### src/hw/rtl/hat_ram.sv
module hat_ram #(
   parameter int WIDTH = 8,
   parameter int DEPTH = 64
) (
   input  logic                     clock,
   input  logic                     wr_en,
   input  logic [$clog2(DEPTH)-1:0] wr_addr,
   input  logic [WIDTH-1:0]         wr_data,
   input  logic [$clog2(DEPTH)-1:0] rd_addr,
   output logic [WIDTH-1:0]         rd_data
);

   logic [WIDTH-1:0] mem [DEPTH];
   logic [WIDTH-1:0] rd_data_ff;

   always_ff @(posedge clock) begin
      if (wr_en) begin
         mem[wr_addr] <= wr_data;
      end
      rd_data_ff <= mem[rd_addr];
   end

   assign rd_data = rd_data_ff;

endmodule

### config.mk
export PLATFORM = sky130hd
export DESIGN_NAME = hat_ram
export DESIGN_NICKNAME = d
export VERILOG_FILES = /design/src/hw/rtl/hat_ram.sv
export SDC_FILE = /design/constraint.sdc
export NUM_CORES = 1
export LEC_CHECK = 0
export BUFFER_PORTS_ARGS = -buffer_cell sky130_fd_sc_hd__buf_4
export CAP_MARGIN = 40
export CORE_ASPECT_RATIO = 0.5
export CORE_UTILIZATION = 55
export CTS_CLUSTER_DIAMETER = 40
export CTS_CLUSTER_SIZE = 14
export DETAILED_ROUTE_END_ITERATION = 8
export MAX_ROUTING_LAYER = met4
export PLACE_DENSITY = 0.78
export SLEW_MARGIN = 20
export SYNTH_ARGS = -nofsm -noshare
export SYNTH_HDL_FRONTEND = slang
export SYNTH_SLANG_ARGS = --single-unit
### constraint.sdc
create_clock -name clock -period 3.7 [get_ports clock]
set_input_delay 0.74 -clock clock [delete_from_list [all_inputs] [get_ports clock]]
set_output_delay 0.74 -clock clock [all_outputs]
set_load 0.05 [all_outputs]
# After elaboration in Yosys (flattened, before gate mapping)
# Memories as Yosys holds them, arrays and structs flattened. A register that Yosys moved wholly into a read port is not among the register bits.
# Cells that the tools add are included.
[word_totals] in_bits=22 latch_bits=0 memories=1 out_inout_bits=8 romBits=0 register_bits=0 wordCells=3 mem_bits_rw=512
[classes] div_mod_pow=0 add_sub_neg=0 n_eq_ne=0 mul=0 n_reduce_logical=0 n_shift=0 order_cmp=0 n_bitwise=0 muxes=2
[memory_table] memory="mem" depth=64 width=8 read_ports=1 rd_ports_with_merged_regs=1 wr=1 line_no="13" source="logic [WIDTH-1:0] mem [DEPTH];"
[op_table] op="$mux W1" n=2

# Longest topological paths before layout
[logic_depth] ltp_word=2 depth_mapped=9 ltp_nobuf=5

# Least setup slack after synthesis
# Ideal clock, no wire load.
[synth_path] kind="input port to flip-flop" from="in rd_addr[1]" to="reg rd_data_ff[3], in the netlist rd_data[3] (read register of mem)" arrival_time_ns=2.280 stages=7 required_ns=3.572 setup_slack_ns=1.292 setup_time_ns=0.128 path_buffers=3 path_cell_list="buf_4 -> buf_2 -> buf_2 -> mux4_2 -> mux4_2 -> o21ai_1 -> o41ai_1"
[synth_rtl] item="start, declared" line_no="9" source="input logic [$clog2(DEPTH)-1:0] rd_addr,"
[synth_rtl] item="end, declared" line_no="14" source="logic [WIDTH-1:0] rd_data_ff;"

==> flow_summary.toml <==
[outcome]
status = "finished, final reports clean"

[place]
place_ws_ns = 0.2784
dp_hpwl_um = 26050
gp_congestion = 0.8046
dpl-instance-area_um2 = 20990
io_buffer_count = 29

[synthesis]
synth_enable_flop_cells = 512
synthesis.area_um2 = 20170
synth_area_leaders = "edfxtp_1, mux4_2, nor2_1"
async_flop_share_pct = 0
synthFlopType = "edfxtp_1"
ys_seq_area_share_pct = 77.03
synth_most_common_cell = "edfxtp_1"
synth.distinct_cells = 40
yosysTopAreaCellShare_pct = 76.24
ys_ff_latch = 520
yosysTopAreaCell = "edfxtp_1"
ys_warn_count = 0
synthesis.nets = 962
synth_commonest_cells = "edfxtp_1, mux4_2, nor2_1"
syn_avg_cell_area_um2 = 21.45
syn-instance-count = 940

[sta]
fin_skew_ns = 0.01700
timing.final.crit_share_pct = 78.15
slew_headroom_pct = 26.87
rsz0062_at_grt = "false"
fmax_ghz = 0.3458
finalSetupTns_ns = 0
worstMarginPinSlew_ns = 1.097
fin_ws_ns = 0.8084
setup_viol = 0
drv_slew = 0
hold_violations = 0
period_minus_slack_ns = 2.892

[power_and_ir_drop]
p_total_w = 0.01156
ir_drop_mv = 0.3340
p_clk_share_pct = 37.8
p_int_w = 0.009170
switching_share_pct = 20.67
power.share.combinational_pct = 5.6
power_density_nw_per_um2 = 514.0
pwr-share-seq_pct = 56.6
leakage_nw = 7.055
switchingPower_w = 0.002389

[setup_path]
cp-start-kind = "primary input"
path_max_fanout = 27
endpoint_kind = "flip-flop"
r2r_setup_slack_ns = 1.31
reg2reg_depth = 4
cp-startpoint = "rd_addr[2]"
crit_end = "rd_data[0]"
cp_data_arrival_time_ns = 3.29
critPathKind = "in2reg"
r2r-end = "rd_data[0]"
cp.required_ns = 4.10
crit-reg2reg-launch = "mem[46][0]"

[floorplan]
core-area_um2 = 35990
fp.dieW_um = 272.8
ios = 30
initial_utilization_pct = 56.04
rows = 49
die_area_um2 = 37480
die_h_um = 137.4

[cells_and_area]
post_route_cells_drive_above_1_share_pct = 26.68
multi_input_area_um2 = 4315
ff_latch_area_um2 = 15530
fillers = 2265
final_area_um2 = 22490
synthToLayoutAreaGrowth_pct = 11.51
antenna_cells = 0
final_nets = 1046

[grt]
overflow = 0
antenna_found_initial = 0
track_usage_pct = 24.88
grt_pass1_wl_um = 64470
grt_pass1_vias = 9852
grt_max_degree = 65

[job]
max-cap-violations = 0

[route]
vias = 10030
first_pass_iters = 5
wire_per_inst_um = 28.60
antenna_left = 0
wl_um = 44080
drt_iter0_drc = 1335
viasPerCell = 6.506
drc_errors = 0

[clock_tree]
clkSinkCount = 520
cts-root-buf = "clkbuf_16"
cts_buffer_depth = 3
clk_pin_slew_ns = 0.07
cts_max_level = 2
numCtsBuffers = 44
ctsResizeCount = 0
clk_latency_ns = 0.55
postCtsHoldBufs = 0
cts_tree = "built"
cts_setup_buffers = 0

[hold_path]
min_from = "rd_addr[5]"
min_path_type = "in2reg"
[power groups by stage]
stage	clock, W	combinational, W	sequential [W]
6_report	0.00437	0.000644	0.00654
5_1_grt	0.00461	0.000678	0.00654
4_1_cts	0.00440	0.000637	0.00654
3_5_place_dp	0	0.000634	0.00667
3_3_place_gp	0	0.000615	0.00667
2_1_floorplan	0	0.000347	0.00669
[metal layers]
layer  vias to the layer above  track usage (%)  part of all wire (%)
met5                         -                -                     0
met4                         0            7.022                   2.9
met3                        99            5.559                    11
met2                       640            37.56                    47
met1                      5196            34.63                    40
li1                       4090                -                     -
[placed cells by master, fill, tap and decap left out, types with 3 or more instances in the layout]
cell type	n
o22ai_1	8
a221oi_1	6
buf_12	3
nor2_1	83
edfxtp_1	512
mux4_2	126
nor3_1	7
clkbuf_16	45
buf_4	83
nor2b_1	14
a22oi_1	3
a211oi_1	4
nand2_1	19
mux2i_1	23
o2bb2ai_1	3
mux2_2	13
nand3b_1	3
o2111ai_1	3
a21oi_1	3
clkbuf_8	5
nand3_1	13
nand2b_1	7
dfxtp_1	8
o221ai_1	8
clkbuf_1	26
[through the flow]
step	hold WS (ns)	utilization (%)	instances
6_report	0.6329	62.49	1541
5_1_grt	0.6177	62.49	1541
4_1_cts	0.5955	62.01	1518
3_5_place_dp	0.8757	58.33	1439
3_3_place_gp	0.8100	58.30	1437
2_1_floorplan	0.7183	-	940
[worst max-delay path, cell delays in order]
cell and delay (ns):
buf_4 0.34, buf_4 0.43, mux4_2 0.37, mux2_2 0.28, a221oi_1 0.93, o2bb2ai_1 0.17
[state kept, by name, indices dropped and copies added, names as in the netlist]
name and cells:
mem 512, rd_data 8
[cell families after synthesis]
family          after synthesis  synth area share, %
buf+inv                      51                1.570
flops                       520                77.03
mux                         162                15.94
simple gates                153                3.387
compound gates               54                2.072
[how the worst min path moves through the flow]
stage          cells after the start          to  slack, ns
2_1_floorplan                      4  rd_data[0]       0.72
3_3_place_gp                       3  rd_data[4]       0.81
3_5_place_dp                       4  rd_data[2]       0.88
4_1_cts                            2  rd_data[3]       0.60
5_1_grt                            2  rd_data[3]       0.62
6_report                           3  rd_data[4]       0.63
[area by class of cell]
type                    count  share of cell area (%)
clock buffers              75                   5.686
multi-input cells         369                   19.19
clock inverters             4                  0.2059
well taps                 484                   2.693
repair buffers             89                   3.144
flip-flops and latches    520                   69.08
(Power assumes the default switching activity.)
